<file path="config.mk">
export PLATFORM = sky130hd
export DESIGN_NAME = wto_dp
export DESIGN_NICKNAME = d
export VERILOG_FILES = /design/src/rtl/wavetable_oscillator_interp_top_assert.svh /design/src/rtl/wto_pkg.sv /design/src/rtl/wto_dp.sv
export SDC_FILE = /design/constraint.sdc
export NUM_CORES = 2
export LEC_CHECK = 0
export BUFFER_PORTS_ARGS = -buffer_cell sky130_fd_sc_hd__buf_2
export CAP_MARGIN = 40
export CORE_MARGIN = 2
export CORE_UTILIZATION = 57
export CTS_CLUSTER_DIAMETER = 150
export CTS_CLUSTER_SIZE = 25
export DETAILED_ROUTE_END_ITERATION = 7
export PLACE_DENSITY = 0.73
export SLEW_MARGIN = 20
export SYNTH_ARGS = -nofsm -noshare
export SYNTH_HDL_FRONTEND = slang
export SYNTH_SLANG_ARGS = --single-unit
</file>
<file path="constraint.sdc">
create_clock -name i_clk -period 7.05 [get_ports i_clk]
set_input_delay 0.705 -clock i_clk [delete_from_list [all_inputs] [get_ports i_clk]]
set_output_delay 0.705 -clock i_clk [all_outputs]
set_load 0.02 [all_outputs]
</file>
<file path="src/rtl/wavetable_oscillator_interp_top_assert.svh">
// assertion macros for the wavetable oscillator
// no dependencies; included by the top level, which supplies i_clk and i_rst_n
`ifndef WAVETABLE_OSCILLATOR_INTERP_TOP_ASSERT_SVH
`define WAVETABLE_OSCILLATOR_INTERP_TOP_ASSERT_SVH

`ifndef ASSERT_OFF
// checked only outside reset
`define WTO_ASSERT(lbl, prop, msg) \
    lbl: assert property (@(posedge i_clk) disable iff (!i_rst_n) prop) else $error(msg);
// checked at every edge, reset included
`define WTO_ASSERT_ALWAYS(lbl, prop, msg) \
    lbl: assert property (@(posedge i_clk) prop) else $error(msg);
`else
`define WTO_ASSERT(lbl, prop, msg)
`define WTO_ASSERT_ALWAYS(lbl, prop, msg)
`endif

`endif

</file>
<file path="src/rtl/wto_pkg.sv">
// shared types and constants for the wavetable oscillator
// used by wto_ctrl, wto_dp and wavetable_oscillator_interp_top
package wto_pkg;

    localparam int TABLE_DEPTH = 256;
    localparam int TBL_AW      = $clog2(TABLE_DEPTH);
    localparam int SAMPLE_W    = 16;
    localparam int PHASE_W     = 16;
    localparam int GAIN_W      = 8;
    localparam int CFG_IDX_W   = 2;
    localparam int CFG_DATA_W  = 16;

    localparam logic [GAIN_W-1:0]  RST_GAIN      = 8'd255;
    localparam logic [PHASE_W-1:0] RST_PHASE_INC = 16'd900;

    // item operation codes
    localparam logic OP_TICK  = 1'b0;
    localparam logic OP_WRITE = 1'b1;

    // configuration register indexes
    localparam logic [CFG_IDX_W-1:0] CFG_OUTPUT_BIAS     = 2'd0;
    localparam logic [CFG_IDX_W-1:0] CFG_OUTPUT_GAIN     = 2'd1;
    localparam logic [CFG_IDX_W-1:0] CFG_PHASE_INCREMENT = 2'd2;
    localparam logic [CFG_IDX_W-1:0] CFG_USE_INPUT_STEP  = 2'd3;

    typedef enum logic [2:0] {
        S_IDLE,
        S_RDH,
        S_INTERP,
        S_SCALE,
        S_OUT
    } t_state;

    typedef struct packed {
        logic wr_table;   // store one table word
        logic start_tick; // read low entry, latch the phase step
        logic rd_hi;      // read high entry, hold low entry
        logic interp;     // interpolate
        logic scale;      // apply gain
        logic load_out;   // bias, saturate, advance phase
    } t_dp_cmd;

endpackage

</file>
<file path="src/rtl/wto_dp.sv">
// datapath of the wavetable oscillator: table memory, phase, interpolation
// depends on wto_pkg; sequenced by wto_ctrl through t_dp_cmd
module wto_dp import wto_pkg::*; (
    input  logic                        i_clk,
    input  logic                        i_rst_n,
    input  t_dp_cmd                     i_cmd,
    input  logic                        i_cfg_we,
    input  logic [CFG_IDX_W-1:0]        i_cfg_index,
    input  logic [CFG_DATA_W-1:0]       i_cfg_data,
    input  logic [TBL_AW-1:0]           i_table_address,
    input  logic signed [SAMPLE_W-1:0]  i_table_value,
    input  logic [PHASE_W-1:0]          i_step_in,
    output logic signed [SAMPLE_W-1:0]  o_sample
);

    localparam logic signed [20:0] SAT_HI = 21'sd32767;
    localparam logic signed [20:0] SAT_LO = -21'sd32768;

    logic signed [SAMPLE_W-1:0] r_bias;
    logic [GAIN_W-1:0]          r_gain;
    logic [PHASE_W-1:0]         r_phase_inc;
    logic                       r_use_step;
    logic [PHASE_W-1:0]         r_phase;
    logic [PHASE_W-1:0]         r_step;

    logic signed [SAMPLE_W-1:0] r_mem [TABLE_DEPTH];
    logic signed [SAMPLE_W-1:0] r_rd_data;
    logic signed [SAMPLE_W-1:0] r_s_l;
    logic signed [18:0]         r_interp_sum;
    logic signed [19:0]         r_scaled;
    logic signed [SAMPLE_W-1:0] r_sample;

    logic [TBL_AW-1:0]   rd_addr;
    logic signed [16:0]  diff;
    logic signed [25:0]  frac_prod;
    logic signed [18:0]  interp_sum;
    logic signed [27:0]  gain_prod;
    logic signed [20:0]  total;
    logic signed [SAMPLE_W-1:0] sat;

    // configuration registers
    always_ff @(posedge i_clk) begin
        if (!i_rst_n) begin
            r_bias      <= '0;
            r_gain      <= RST_GAIN;
            r_phase_inc <= RST_PHASE_INC;
            r_use_step  <= 1'b0;
        end else if (i_cfg_we) begin
            unique case (i_cfg_index)
                CFG_OUTPUT_BIAS:     r_bias      <= $signed(i_cfg_data[SAMPLE_W-1:0]);
                CFG_OUTPUT_GAIN:     r_gain      <= i_cfg_data[GAIN_W-1:0];
                CFG_PHASE_INCREMENT: r_phase_inc <= i_cfg_data[PHASE_W-1:0];
                CFG_USE_INPUT_STEP:  r_use_step  <= i_cfg_data[0];
            endcase
        end
    end

    // phase accumulator
    always_ff @(posedge i_clk) begin
        if (!i_rst_n) begin
            r_phase <= '0;
        end else if (i_cmd.load_out) begin
            r_phase <= r_phase + r_step;
        end
    end

    // low entry at the top phase byte, high entry at the next index
    assign rd_addr = i_cmd.rd_hi ? TBL_AW'(r_phase[PHASE_W-1 -: TBL_AW] + 1'b1)
                                 : r_phase[PHASE_W-1 -: TBL_AW];

    always_ff @(posedge i_clk) begin
        if (i_cmd.wr_table) begin
            r_mem[i_table_address] <= i_table_value;
        end
        if (i_cmd.start_tick || i_cmd.rd_hi) begin
            r_rd_data <= r_mem[rd_addr];
        end
    end

    assign diff       = {r_rd_data[SAMPLE_W-1], r_rd_data} - {r_s_l[SAMPLE_W-1], r_s_l};
    assign frac_prod  = diff * $signed({1'b0, r_phase[7:0]});
    assign interp_sum = {{3{r_s_l[SAMPLE_W-1]}}, r_s_l} + {frac_prod[25], frac_prod[25:8]};
    assign gain_prod  = r_interp_sum * $signed({1'b0, r_gain});
    assign total      = {r_scaled[19], r_scaled} + {{5{r_bias[SAMPLE_W-1]}}, r_bias};

    always_comb begin
        if (total > SAT_HI) begin
            sat = SAT_HI[SAMPLE_W-1:0];
        end else if (total < SAT_LO) begin
            sat = SAT_LO[SAMPLE_W-1:0];
        end else begin
            sat = total[SAMPLE_W-1:0];
        end
    end

    always_ff @(posedge i_clk) begin
        if (i_cmd.start_tick) begin
            r_step <= r_use_step ? i_step_in : r_phase_inc;
        end
        if (i_cmd.rd_hi) begin
            r_s_l <= r_rd_data;
        end
        if (i_cmd.interp) begin
            r_interp_sum <= interp_sum;
        end
        if (i_cmd.scale) begin
            r_scaled <= gain_prod[27:8];
        end
        if (i_cmd.load_out) begin
            r_sample <= sat;
        end
    end

    assign o_sample = r_sample;

endmodule

</file>
**After elaboration in Yosys (flattened, before gate mapping)**

Memories as Yosys holds them, arrays and structs flattened. A register that Yosys moved wholly into a read port is not among the register bits.
Cells that the tools add are included.

- Register bits after elaboration: 144
- Bits in writable memories: 4,096
- Bits of input ports: 67
- Output and inout bits: 16
- Word-level logic and storage cells: 34
- Memories kept: 1

Memory list:

| name | words | bits a word | rd ports | clocked after memory_dff | wr ports | line | RTL |
|---|---|---|---|---|---|---|---|
| r_mem | 256 | 16 | 1 | 1 | 1 | wto_dp.sv:26 | `logic signed [SAMPLE_W-1:0] r_mem [TABLE_DEPTH];` |

- Add/subtract/negate cells: 5
- Multiply operators: 2
- Magnitude comparators: 2
- Eq/ne operators: 3
- Mux-type cells: 5
- Reductions and logical operators: 6

Operator list:

| cell | number |
|---|---|
| $mux W16 | 2 |
| $mul A19 B9 Y28 | 1 |
| $mul A17 B9 Y26 | 1 |
| $add A20 B16 Y21 | 1 |
| $gt A21 B16 Y1 const B | 1 |
| $lt A21 B16 Y1 const B | 1 |
| $add A16 B18 Y19 | 1 |
| $sub A16 B16 Y17 | 1 |
| $add A16 B16 Y16 | 1 |
| $add A8 B1 Y8 const B | 1 |
| $mux W8 | 1 |
| $reduce_and A2 Y1 | 4 |
| $eq A2 B2 Y1 const B | 2 |
| $eq A2 B1 Y1 const B | 1 |
| $logic_not A2 Y1 | 1 |
| $mux W1 | 2 |
| $logic_or A1 B1 Y1 | 1 |

**Depth between registers and ports, before layout**

- Word-level depth: 3
- Mapped depth: 36
- Mapped depth without buffers: 36

**Least setup slack after synthesis**

Ideal clock, no wire load.

- Kind: register -> register
- Start: reg r_rd_data[0], read port of r_mem
- End: reg r_interp_sum[14], data pin
- Setup time: 0.263 ns
- Arrival: 7.384 ns
- Data required time: 6.787 ns
- Setup slack: -0.597 ns
- Cell stages (with the launch flop): 35
- Buffers on the path: 0
- Period minus slack after synthesis: 7.647 ns
- Path through: edfxtp_1 inv_1 ha_1 fa_1 nor2b_1 o21ai_0 a21boi_0 o21a_1 o311a_1 or2_2 o21ai_0 xnor2_1 nand2_1 fa_1 inv_1 fa_1 fa_1 inv_1 fa_1 inv_1 ha_1 o21a_1 nor2_1 a311oi_2 a21o_1 and3_1 nor2_1 xnor2_1 ha_1 or3_1 a211oi_1 nor2_1 a21o_1 a211o_1 nor2b_1

- Longest elaborated chain between the ends: 3

Ends and longest elaborated chain:

| item | line | RTL |
|---|---|---|
| start: declaration | wto_dp.sv:27 | `logic signed [SAMPLE_W-1:0] r_rd_data;` |
| $sub A16 B16 Y17 | wto_dp.sv:80 | `assign diff = {r_rd_data[SAMPLE_W-1], r_rd_data} - {r_s_l[SAMPLE_W-1], r_s_l};` |
| $mul A17 B9 Y26 | wto_dp.sv:81 | `assign frac_prod = diff * $signed({1'b0, r_phase[7:0]});` |
| $add A16 B18 Y19 | wto_dp.sv:82 | `assign interp_sum = {{3{r_s_l[SAMPLE_W-1]}}, r_s_l} + {frac_prod[25], frac_prod[25:8]};` |
| named net interp_sum[14] | wto_dp.sv:36 | `logic signed [18:0] interp_sum;` |
| end signal: assignment | wto_dp.sv:104 | `r_interp_sum <= interp_sum;` |
| end: declaration | wto_dp.sv:29 | `logic signed [18:0] r_interp_sum;` |

The timed path passes the listed nets, and every way through them passes these cells.
A chain may end at the register's enable or synchronous reset.

**Worst setup path after layout**

Ends and elaborated chain as after synthesis.

==> reports/metrics.yaml <==
grt_pass1_wl_um: 604000
cpMostUsedCell: "fa_1"
dpl-instance-area_um2: 185000
globalRoute.totalOverflow: 0
postLayoutCoreUtil_pct: 62.5
hold_class: "in2reg"
ctsLongestPathBuffers: 4
syn-cell-area_um2: 175000
crit_required_ns: 7.73
fp.dieW_um: 558
portBuffers: 82
antenna_found_initial: 28
syn_avg_cell_area_um2: 20.8
routedWlPerCell_um: 31.9
die_h_um: 558
fin_skew_ns: 0.0458
ant_nets: 0
min_period_over_period_pct: 108
final_nets: 9392
htree_levels: 4
power.leakage_nw: 61.7
fmax_ghz: 0.132
cpLargestDelayFamily: "adder cells"
rr_worst_depth: 35
coreArea_um2: 306000
grt_max_degree: 182
setup_viol: 10
cp_num_cells: 35
drt_iter0_drc: 11300
seq_area_frac_synth_pct: 72.6
netlist_top_cells_count: "edfxtp_1, mux4_2, nand2_1"
critical_path_class: "reg2reg"
worst-path-buf-inv: 6
clock_sinks: 4256
worstMarginPinSlew_ns: 1.19
max_cap_violations: 0
cp_max_fo: 5
drv_slew: 0
synth_top_area_share_pct: 72.0
post-route-drc-count: 2
synth.area.top_cells: "edfxtp_1, mux4_2, fa_1"
multi_input_area_um2: 45700
syn_inst: 8431
cts-root-buf: "clkbuf_16"
layout-drive-gt1-share_pct: 26.6
synth_area_leader_cell: "edfxtp_1"
yosysMostFrequentCell: "edfxtp_1"
cts_tree: "yes"
async_flop_share_pct: 0
violations: "design-rule violations, negative setup slack"
vias: 86000
fin_ws_ns: -0.547
rows: 203
rsz0062_at_grt: "true"
slowest_stage: "fa_1"
finalCriticalPeriod_ns: 7.60
ys_types: 59
synth_warnings: 0
maxSlewHeadroom_pct: 20.6
worstSetupStartpointType: "register"
hold_path_depth: 3
via_per_inst: 6.58
cts_buffers: 193
first_pass_iters: 8
arrival_ns: 8.28
dieArea_um2: 312000
clock_latency_ns: 0.91
synth_seq_cells: 4256
dp_hpwl_um: 259000
start_util_pct: 57.3
synth_ff_type: "edfxtp_1"
holdWs_ns: 0.0653
gp_congestion: 0.897
ff_latch_area_um2: 127000
grt_pass1_vias: 85800
slowest_delay_ns: 0.51
finalInstanceArea_um2: 191000
area_growth_pct: 9.10
synth-edff-count: 4199
hold_violations: 0
peakVddDrop_mv: 1.87
path_clk_slew_ns: 0.10
grtUsageTotal_pct: 26.9
cp-end-kind: "register"
syn_nets: 8899
powerDensity_nw_per_um2: 444
status: "complete, but fails checks"
ios: 83
wirelength_um: 417000
fillerInstances: 20400
[final cells by class]
cell class	instances	share of cell area [%]
flip-flops and latches	4256	66.6
multi-input cells	3405	23.9
repair buffers	719	3.48
well taps	4100	2.68
clock buffers	202	2.56
inverters	349	0.685
clock inverters	14	0.124
diodes	11	0.0144
[worst paths after layout]
kind                  start          endpoint  slack [ns]
max reg2reg    r_rd_data[0]  r_interp_sum[14]       -0.55
min          i_cfg_data[11]   r_phase_inc[11]        0.07
max            r_rd_data[0]  r_interp_sum[14]       -0.55
min reg2reg    r_rd_data[8]          r_s_l[8]        0.47
[where the power goes]
group          switching, mW  internal (mW)
clock network           7.41           5.01
registers              0.318           29.9
logic                   22.1           20.1
[timing repair]
action,CTS,global route
endpoints found under the hold margin,29,0
hold buffers,14,0
pin swaps,29,39
gates resized for setup,36,53
endpoints found under the setup margin,12,14
buffers inserted,11,12
[through the flow]
stage / setup TNS [ns] / setup WS, ns / total power, mW / instances
floorplan: -0.413 / -0.217 / 59.2 / 8431
global placement: -3.86 / -0.606 / 69.9 / 12700
detailed placement: -5.18 / -0.762 / 71.1 / 12800
CTS: -4.16 / -0.586 / 84.3 / 13000
global route: -7.19 / -0.848 / 90.5 / 13000
finish: -3.41 / -0.547 / 84.8 / 13100
[worst min-delay path, cell delays in order]
cell      delay [ns]
buf_2           0.13
nand2_1         0.06
a21boi_0        0.06
[flip-flops by register name (all words and copies together), names as in the netlist]
name and flops:
r_phase_inc 16, r_rd_data 16, r_step 16, r_interp_sum 19, r_phase 16, r_gain 8, r_mem 4096, r_scaled 20
r_use_step 1, o_sample 16, r_bias 16, r_s_l 16
[routing by layer]
layer / vias up / wire length [um] / global-route usage (%)
met5: - / 73 / 0
met4: 10 / 14500 / 8.49
met3: 614 / 41600 / 4.78
met2: 4803 / 202000 / 43.0
met1: 45800 / 159000 / 38.4
li1: 34700 / - / -
[logic make-up after synthesis]
family                   after synthesis  share of synthesized area, %
buffers and inverters                770                          1.75
multiplexers                        1330                          16.9
flip-flops                          4256                          72.6
adder cells (fa/ha/maj)              401                          3.85
AO/OA/AOI/OAI                        293                          1.11
XOR/XNOR                             100                         0.504
AND/OR/NAND/NOR                     1281                          3.30
[placed cells by master (no fill, tap or decap), types with 151 or more instances in the layout]
master and n:
ha_1 160, mux4_2 1296, nor2_1 292, fa_1 228
clkbuf_16 194, buf_4 509, and2_1 151, nand2_1 471
edfxtp_1 4199, inv_1 343
No activity file was read; power rests on OpenSTA's default activity.
