<file path="config.mk">
export PLATFORM = sky130hd
export DESIGN_NAME = wto_ctrl
export DESIGN_NICKNAME = d
export VERILOG_FILES = /design/src/rtl/wavetable_oscillator_interp_top_assert.svh /design/src/rtl/wto_pkg.sv /design/src/rtl/wto_ctrl.sv
export SDC_FILE = /design/constraint.sdc
export NUM_CORES = 1
export LEC_CHECK = 0
export BUFFER_PORTS_ARGS = -buffer_cell sky130_fd_sc_hd__buf_2
export CELL_PAD_IN_SITES_DETAIL_PLACEMENT = 2
export CELL_PAD_IN_SITES_GLOBAL_PLACEMENT = 2
export CORE_AREA = 2 2 39 41
export DETAILED_ROUTE_END_ITERATION = 10
export DIE_AREA = 0 0 41 43
export PLACE_DENSITY = 0.61
export SLEW_MARGIN = 25
export SYNTH_ARGS = -nofsm -noshare
export SYNTH_HDL_FRONTEND = slang
export SYNTH_SLANG_ARGS = --single-unit
</file>
<file path="constraint.sdc">
create_clock -name i_clk -period 0.9 [get_ports i_clk]
set_clock_uncertainty 0.1 [all_clocks]
set_input_delay 0.09 -clock i_clk [delete_from_list [all_inputs] [get_ports i_clk]]
set_output_delay 0.09 -clock i_clk [all_outputs]
set_load 0.02 [all_outputs]
</file>
<file path="src/rtl/wavetable_oscillator_interp_top_assert.svh">
// assertion macros for the wavetable oscillator
// no dependencies; included by the top level, which supplies i_clk and i_rst_n
`ifndef WAVETABLE_OSCILLATOR_INTERP_TOP_ASSERT_SVH
`define WAVETABLE_OSCILLATOR_INTERP_TOP_ASSERT_SVH

`ifndef ASSERT_OFF
// checked only outside reset
`define WTO_ASSERT(lbl, prop, msg) \
    lbl: assert property (@(posedge i_clk) disable iff (!i_rst_n) prop) else $error(msg);
// checked at every edge, reset included
`define WTO_ASSERT_ALWAYS(lbl, prop, msg) \
    lbl: assert property (@(posedge i_clk) prop) else $error(msg);
`else
`define WTO_ASSERT(lbl, prop, msg)
`define WTO_ASSERT_ALWAYS(lbl, prop, msg)
`endif

`endif

</file>
<file path="src/rtl/wto_pkg.sv">
// shared types and constants for the wavetable oscillator
// used by wto_ctrl, wto_dp and wavetable_oscillator_interp_top
package wto_pkg;

    localparam int TABLE_DEPTH = 256;
    localparam int TBL_AW      = $clog2(TABLE_DEPTH);
    localparam int SAMPLE_W    = 16;
    localparam int PHASE_W     = 16;
    localparam int GAIN_W      = 8;
    localparam int CFG_IDX_W   = 2;
    localparam int CFG_DATA_W  = 16;

    localparam logic [GAIN_W-1:0]  RST_GAIN      = 8'd255;
    localparam logic [PHASE_W-1:0] RST_PHASE_INC = 16'd900;

    // item operation codes
    localparam logic OP_TICK  = 1'b0;
    localparam logic OP_WRITE = 1'b1;

    // configuration register indexes
    localparam logic [CFG_IDX_W-1:0] CFG_OUTPUT_BIAS     = 2'd0;
    localparam logic [CFG_IDX_W-1:0] CFG_OUTPUT_GAIN     = 2'd1;
    localparam logic [CFG_IDX_W-1:0] CFG_PHASE_INCREMENT = 2'd2;
    localparam logic [CFG_IDX_W-1:0] CFG_USE_INPUT_STEP  = 2'd3;

    typedef enum logic [2:0] {
        S_IDLE,
        S_RDH,
        S_INTERP,
        S_SCALE,
        S_OUT
    } t_state;

    typedef struct packed {
        logic wr_table;   // store one table word
        logic start_tick; // read low entry, latch the phase step
        logic rd_hi;      // read high entry, hold low entry
        logic interp;     // interpolate
        logic scale;      // apply gain
        logic load_out;   // bias, saturate, advance phase
    } t_dp_cmd;

endpackage

</file>
<file path="src/rtl/wto_ctrl.sv">
// controller state machine for the wavetable oscillator
// depends on wto_pkg; drives the datapath command struct and both handshakes
module wto_ctrl import wto_pkg::*; (
    input  logic    i_clk,
    input  logic    i_rst_n,
    input  logic    i_in_valid,
    input  logic    i_operation,
    input  logic    i_out_stall,
    output logic    o_in_stall,
    output logic    o_out_valid,
    output t_dp_cmd o_cmd
);

    t_state r_state, n_state;
    logic   r_out_valid, n_out_valid;

    always_ff @(posedge i_clk) begin
        if (!i_rst_n) begin
            r_state     <= S_IDLE;
            r_out_valid <= 1'b0;
        end else begin
            r_state     <= n_state;
            r_out_valid <= n_out_valid;
        end
    end

    always_comb begin
        n_state    = r_state;
        o_cmd      = '0;
        o_in_stall = 1'b1;
        unique case (r_state)
            S_IDLE: begin
                o_in_stall = 1'b0;
                if (i_in_valid) begin
                    if (i_operation == OP_WRITE) begin
                        o_cmd.wr_table = 1'b1;
                    end else begin
                        o_cmd.start_tick = 1'b1;
                        n_state          = S_RDH;
                    end
                end
            end
            S_RDH: begin
                o_cmd.rd_hi = 1'b1;
                n_state     = S_INTERP;
            end
            S_INTERP: begin
                o_cmd.interp = 1'b1;
                n_state      = S_SCALE;
            end
            S_SCALE: begin
                o_cmd.scale = 1'b1;
                n_state     = S_OUT;
            end
            S_OUT: begin
                // wait until the output register is free
                if (!(r_out_valid && i_out_stall)) begin
                    o_cmd.load_out = 1'b1;
                    n_state        = S_IDLE;
                end
            end
            default: begin
                n_state = S_IDLE;
            end
        endcase
    end

    assign n_out_valid = o_cmd.load_out | (r_out_valid & i_out_stall);
    assign o_out_valid = r_out_valid;

endmodule

</file>
; ---- Word level (Yosys, flattened, before mapping)
; Cells that the tools add are included.
[word_totals]
regBits = 4
in_bits = 5
out_inout_bits = 8
word_cells = 28
[classes]
n_eq_ne = 7
mux = 14
bitwise = 2
reduce_logical = 3
[ops]
columns = operator, count
row1 = 3-bit case mux with 5 select lines, 1
row2 = 3-bit 2-to-1 mux, 3
row3 = 1-bit 2-to-1 mux, 8
row4 = 3-bit by 2-bit equality test with 1-bit output (second input constant), 2
row5 = 2-bit != test (second input constant), 3
row6 = 2-bit 2-to-1 mux, 2
row7 = 3-bit by 1-bit equality test with 1-bit output (second input constant), 1
row8 = 3-bit equality test (second input constant), 1
row9 = 3-bit logical NOT, 1
row10 = 3-bit AND reduction, 1
row11 = 1-bit bitwise AND, 1
row12 = 1-bit logical AND, 1
row13 = 1-bit OR, 1

; ---- Longest topological paths before layout
; Gate-level depths: netlist of run 1.
[logic_depth]
word_depth = 4
mapped_depth = 2
depth_no_buf = 2

; ---- Worst setup path after synthesis of run 1
; Ideal clock, no wire load.
[synth_timing]
kind = flip-flop to output port
startpoint = register r_state[2]
endpoint = output port o_cmd[4] in the netlist's numbering
arrival_ns = 1.178
required_time_ns = 0.710
setup_slack_ns = -0.468
stages_incl_launch_ff = 3
n_path_buf = 0
cell_sequence = dfxtp_1 > or3_1 > nor2b_1
[synth_lines]
columns = item, line
row1 = "start, declared", wto_ctrl.sv:14  ; t_state r_state, n_state;
row2 = "start signal, assigned", wto_ctrl.sv:22  ; r_state <= n_state;
row3 = "end, declared", wto_ctrl.sv:11  ; output t_dp_cmd o_cmd

==> reports/metrics.cfg, run 1 <==
[power]
ir_drop_v=0.000457
power_density_nw_per_um2=1280
power_leakage_uw=0.000242

[sta]
fin_crit_sh=1.59
finalSetupTns_ps=-4640
number_of_hold_slack_violations_in_the_final_timing_report=0
max-slew-margin-rel=0.889
post-route-min-period_ps=1430
worst_hold_slack_ps=31.8
setup_viol=12
worst_slew_pin_slew_ps=165
final_max_slew_viol_count=0
fin_ws_ps=-531
grt_setup_unrepaired=yes
fmax_mhz=699

[detailed_routing]
detailedRoute.firstIterationViolations=0
detail_route.vias_per_cell=4.47
drt_pass1_iterations=1
wl_per_cell_um=15.1
post-route-drc-count=0
wl_um=968
routed-via-count=286
detail-route-antenna-nets=0

[placement]
dp.final_hpwl_um=586
placement.io_buffers=12
gp_routability_congestion=0.614
place_ws_ps=-299
placedInstanceArea_um2=360

[logic_synthesis]
number_of_warnings_issued_by_yosys=0
yosysSeqAreaShare=0.381
post_synth_instance_area_um2=210
synth.avg_cell_area_um2=9.55
postSynthNetCount=27
synthesis.instances=22
synth_cell_types=15
register_bit_count_reported_by_yosys=4

[worst_setup_path]
worstPathArrival_ps=1240
rr_startpoint=r_state[1]$_SDFFE_PN0P_
path_cells=or3b_4 -> a21oi_4 -> buf_6
start_to_end_type_of_the_worst_setup_path=register to primary output
rrSetupSlack_ps=-480
critical_path.top_delay_family=simple AND/OR/NAND/NOR gates
cpPeakStageDelay_ps=420
worstSetupStartpoint=r_state[1]$_SDFFE_PN0P_
endpoint_kind=primary output
cp.buffers_inverters=1
worst-path-max-fanout=3
critPathSlowestCell=or3b_4
critPathRequiredTime_ps=710
timing.critical_path.from_type=register

[global_routing]
met3_usage=0.0733
grt-busiest-layer=met2
first_global_vias=324
number_of_antenna_violations_at_the_first_check_in_global_routing=0
grt.overflow.total=0
global_route_met2_usage=0.225
grt_use_total=0.137
grt_start_max_net_pins=6
global_route_wire_length_before_repair_mm=1.47
global_route.usage.met1=0.125

[die]
floorplan.initialDensity=0.152
fp.dieW_um=41
die_height_um=43
fp.dieArea_um2=1760
floorplan.io_pins=13
num_rows=14
core_region_area_um2=1380

[clock_tree]
cts.sinks=4
clk_transition_reported_paths_ps=40
clk_root_buffer_cell=clkbuf_4
ctsHtreeMaxLevel=1
cts_hold_repair.buffers=0
cts_buffers=3
tritoncts=built
clock_latency_ps=250
cts.path.max_buffers=2

[final_layout]
fillers=157
most-common-layout-cells=buf_6, buf_4, buf_2, clkbuf_4, dfxtp_2
insertedDiodeCount=0
final_cell_area_um2=539
final_common_cell=buf_6
final_net_count=55
multi_input_area_um2=201
area_growth_syn_to_layout_pct=157
regArea_um2=87.6
final_layout_size_suffix_gt1_frac=0.875

[flow_run]
max_cap_viol_count=0

[status]
failed_checks=negative setup slack
outcome=finished with violations

[min_path]
hold_start=i_rst_n
min_path_type=input pin to register

[cell type report]
| cell class | count | area share |
|---|---|---|
| timing repair buffer | 23 | 0.385 |
| clock buffer | 3 | 0.0418 |
| tap | 16 | 0.0371 |
| sequential | 4 | 0.162 |
| multi-input combinational | 18 | 0.374 |
[synth_stat cells]
library cell	number	share of area
dfxtp_1	4	0.38
nand2_1	2	0.036
nor2_1	2	0.036
nor2b_1	2	0.060
nor3b_1	2	0.071
a21boi_2	1	0.054
a21oi_1	1	0.024
and2_1	1	0.030
and3b_1	1	0.042
nand3_1	1	0.024
o211a_1	1	0.048
o2bb2ai_2	1	0.071
or3_1	1	0.030
or3b_4	1	0.054
xnor2_1	1	0.042
[flip-flops by register name (all words and copies together), names as in the netlist]
signal,cells
r_state,3
o_out_valid,1
[per-layer routing]
layer | wire length [um] | part of all wire
met5 | 0 | 0
met4 | 9 | 0.0093
met3 | 84 | 0.087
met2 | 541 | 0.56
met1 | 332 | 0.34
[metrics by stage]
step	power (uW)	utilization	cells
3_3_place_gp	365	0.260	55
5_1_grt	725	0.390	64
2_1_floorplan	299	-	22
6_report	691	0.390	64
3_5_place_dp	369	0.260	55
4_1_cts	656	0.372	64
[worst paths after layout]
path         depth (start not counted)                      end
max                                  3                 o_cmd[0]
min                                  2  r_state[0]$_SDFFE_PN0P_
max reg2reg                          5  r_state[2]$_SDFFE_PN0P_
min reg2reg                          3   o_out_valid$_SDFF_PN0_
[report_power, final]
part / leakage [uW] / total, uW / internal, uW / switching (uW)
registers: 0.0000346 / 197 / 187 / 10.1
clock network: 0.0000138 / 250 / 151 / 99.1
logic: 0.000194 / 244 / 130 / 113
[what timing repair did]
| action | CTS | global route |
|---|---|---|
| hold endpoints to repair | 0 | 0 |
| pin swaps | 4 | 4 |
| setup buffers | 6 | 4 |
| setup endpoints to repair | 12 | 12 |
| resized for setup | 28 | 7 |
[logic make-up (layout without fill, tap and decap cells)]
group	after synthesis	count (layout)	synth area share
AOI/OAI and AO/OA	4	4	0.196
xor gates and xnor gates	1	1	0.0417
buffers and inverters	0	26	0
DFF	4	4	0.381
and+or+nand+nor	13	13	0.381
Power figures use the tool's default switching activity.
==> inputs of run 2 (changes only) <==
--- a/config.mk
+++ b/config.mk
@@ -11,7 +11,7 @@
 export CORE_AREA = 2 2 39 41
 export DETAILED_ROUTE_END_ITERATION = 10
 export DIE_AREA = 0 0 41 43
-export PLACE_DENSITY = 0.61
+export PLACE_DENSITY_LB_ADDON = 0.1
 export SLEW_MARGIN = 25
 export SYNTH_ARGS = -nofsm -noshare
 export SYNTH_HDL_FRONTEND = slang
==> run 2 against run 1 <==
The run still ends with negative setup slack left. Wire length down 23%. Highest routed layer unchanged. Worst setup slack better by 20 ps. First-iteration DRC count unchanged. Total power down 7.5%. Via count down 5.6%. Design area down 7.7%. Critical path depth unchanged.
==> reports/metrics.cfg, run 2 (synthesized netlist as in run 1, its figures left out) <==
[status]
outcome=finished with violations
failed_checks=negative setup slack

[die]
num_rows=14
floorplan.initialDensity=0.152
floorplan.io_pins=13
fp.dieArea_um2=1760
die_height_um=43
fp.dieW_um=41
core_region_area_um2=1380

[global_routing]
first_global_vias=281
grt_use_total=0.112
grt_start_max_net_pins=6
number_of_antenna_violations_at_the_first_check_in_global_routing=0
grt.overflow.total=0
global_route_wire_length_before_repair_mm=1.17

[sta]
final_max_slew_viol_count=0
setup_viol=12
post-route-min-period_ps=1410
grt_setup_unrepaired=yes
worst_hold_slack_ps=47.0
max-slew-margin-rel=0.880
number_of_hold_slack_violations_in_the_final_timing_report=0
worst_slew_pin_slew_ps=180
fmax_mhz=708
fin_crit_sh=1.57
fin_ws_ps=-512

[min_path]
min_path_type=input pin to register

[placement]
place.detailed.instances=54
placedInstanceArea_um2=353
dp.final_hpwl_um=542
placement.io_buffers=12
gp_routability_congestion=0.685
place_ws_ps=-288

[flow_run]
max_cap_viol_count=0

[clock_tree]
ctsHtreeMaxLevel=1
clock_latency_ps=240
tritoncts=built
clk_transition_reported_paths_ps=40
cts.path.max_buffers=2
cts.sinks=4
cts_buffers=3
clk_root_buffer_cell=clkbuf_4

[power]
ir_drop_v=0.000639
power_density_nw_per_um2=1280
power_leakage_uw=0.000224

[worst_setup_path]
start_to_end_type_of_the_worst_setup_path=register to primary output
cpPeakStageDelay_ps=410
critPathRequiredTime_ps=710
worst-path-max-fanout=3
worstPathArrival_ps=1220
endpoint_kind=primary output
path_cells=or3b_4 -> a21oi_4 -> buf_6
critPathSlowestCell=or3b_4
timing.critical_path.from_type=register

[final_layout]
fillers=160
registers.top_by_ff_count=r_state
final_net_count=52
utilization=0.360
flip_flop_count_of_the_largest_register_all_copies_and_words_added=3
insertedDiodeCount=0
final_common_cell=buf_6
final_cell_count_no_fill=61
final_cell_area_um2=498
final_layout_size_suffix_gt1_frac=0.844
area_growth_syn_to_layout_pct=137
most-common-layout-cells=buf_6, buf_4, buf_2, clkbuf_4, dfxtp_2

[detailed_routing]
drt_pass1_iterations=1
routed-via-count=270
post-route-drc-count=0
detailedRoute.firstIterationViolations=0
wl_um=741
detail-route-antenna-nets=0
detail_route.vias_per_cell=4.43
wl_per_cell_um=12.1

[run 2: cell types whose count changed in the layout (fill, tap and decap cells not counted)]
cell     change
nor3b_4      -1
nor3b_1      +1
buf_6        -2
buf_4        -1
[run 2: repair_timing]
item,CTS,global route
hold buffers,0,0
buffers inserted,3,2
endpoints found under the setup margin,12,12
gates resized for setup,24,4
pin swaps,4,4
[run 2: worst max-delay path, delay by kind of cell, from the launching register on]
| kind | cells | cell delay, ps |
|---|---|---|
| buffers and inverters | 1 | 130 |
| AOI/OAI and AO/OA | 1 | 120 |
| and+or+nand+nor | 1 | 410 |
| DFF | 1 | 320 |
[run 2: report_power, final]
group	switching (uW)	total (uW)	internal (uW)
combinational	99.9	216	116
sequential	9.67	197	187
clock	76.4	226	149
total	186	638	452
[run 2: worst paths after layout]
kind                                               from  slack, ps                 endpoint  depth (start not counted)
worst min register to register   o_out_valid$_SDFF_PN0_        430   o_out_valid$_SDFF_PN0_                          2
worst min-delay path                            i_rst_n         50  r_state[0]$_SDFFE_PN0P_                          2
worst max register to register  r_state[1]$_SDFFE_PN0P_       -380  r_state[2]$_SDFFE_PN0P_                          4
worst max-delay path            r_state[1]$_SDFFE_PN0P_       -510                 o_cmd[0]                          3
[run 2: area by class of cell]
cell class / count / area [um2] / area share
Multi-Input combinational cell: 18 / 190 / 0.382
Timing Repair Buffer: 20 / 178 / 0.357
Sequential cell: 4 / 87.6 / 0.176
Clock buffer: 3 / 22.5 / 0.0452
Tap cell: 16 / 20.0 / 0.0402
[run 2: through the flow]
stage / total power [uW] / setup TNS [ps]
finish: 638 / -4150
detailed placement: 362 / -2020
global placement: 359 / -1900
CTS: 633 / -3820
global route: 684 / -4740
floorplan: 299 / -1280
[run 2: metal layers]
metal,vias up,wire length (um),track usage
li1,125,-,-
met5,-,0,0
met4,0,36,0.120
met2,10,404,0.166
met3,5,59,0.0628
met1,130,239,0.0932
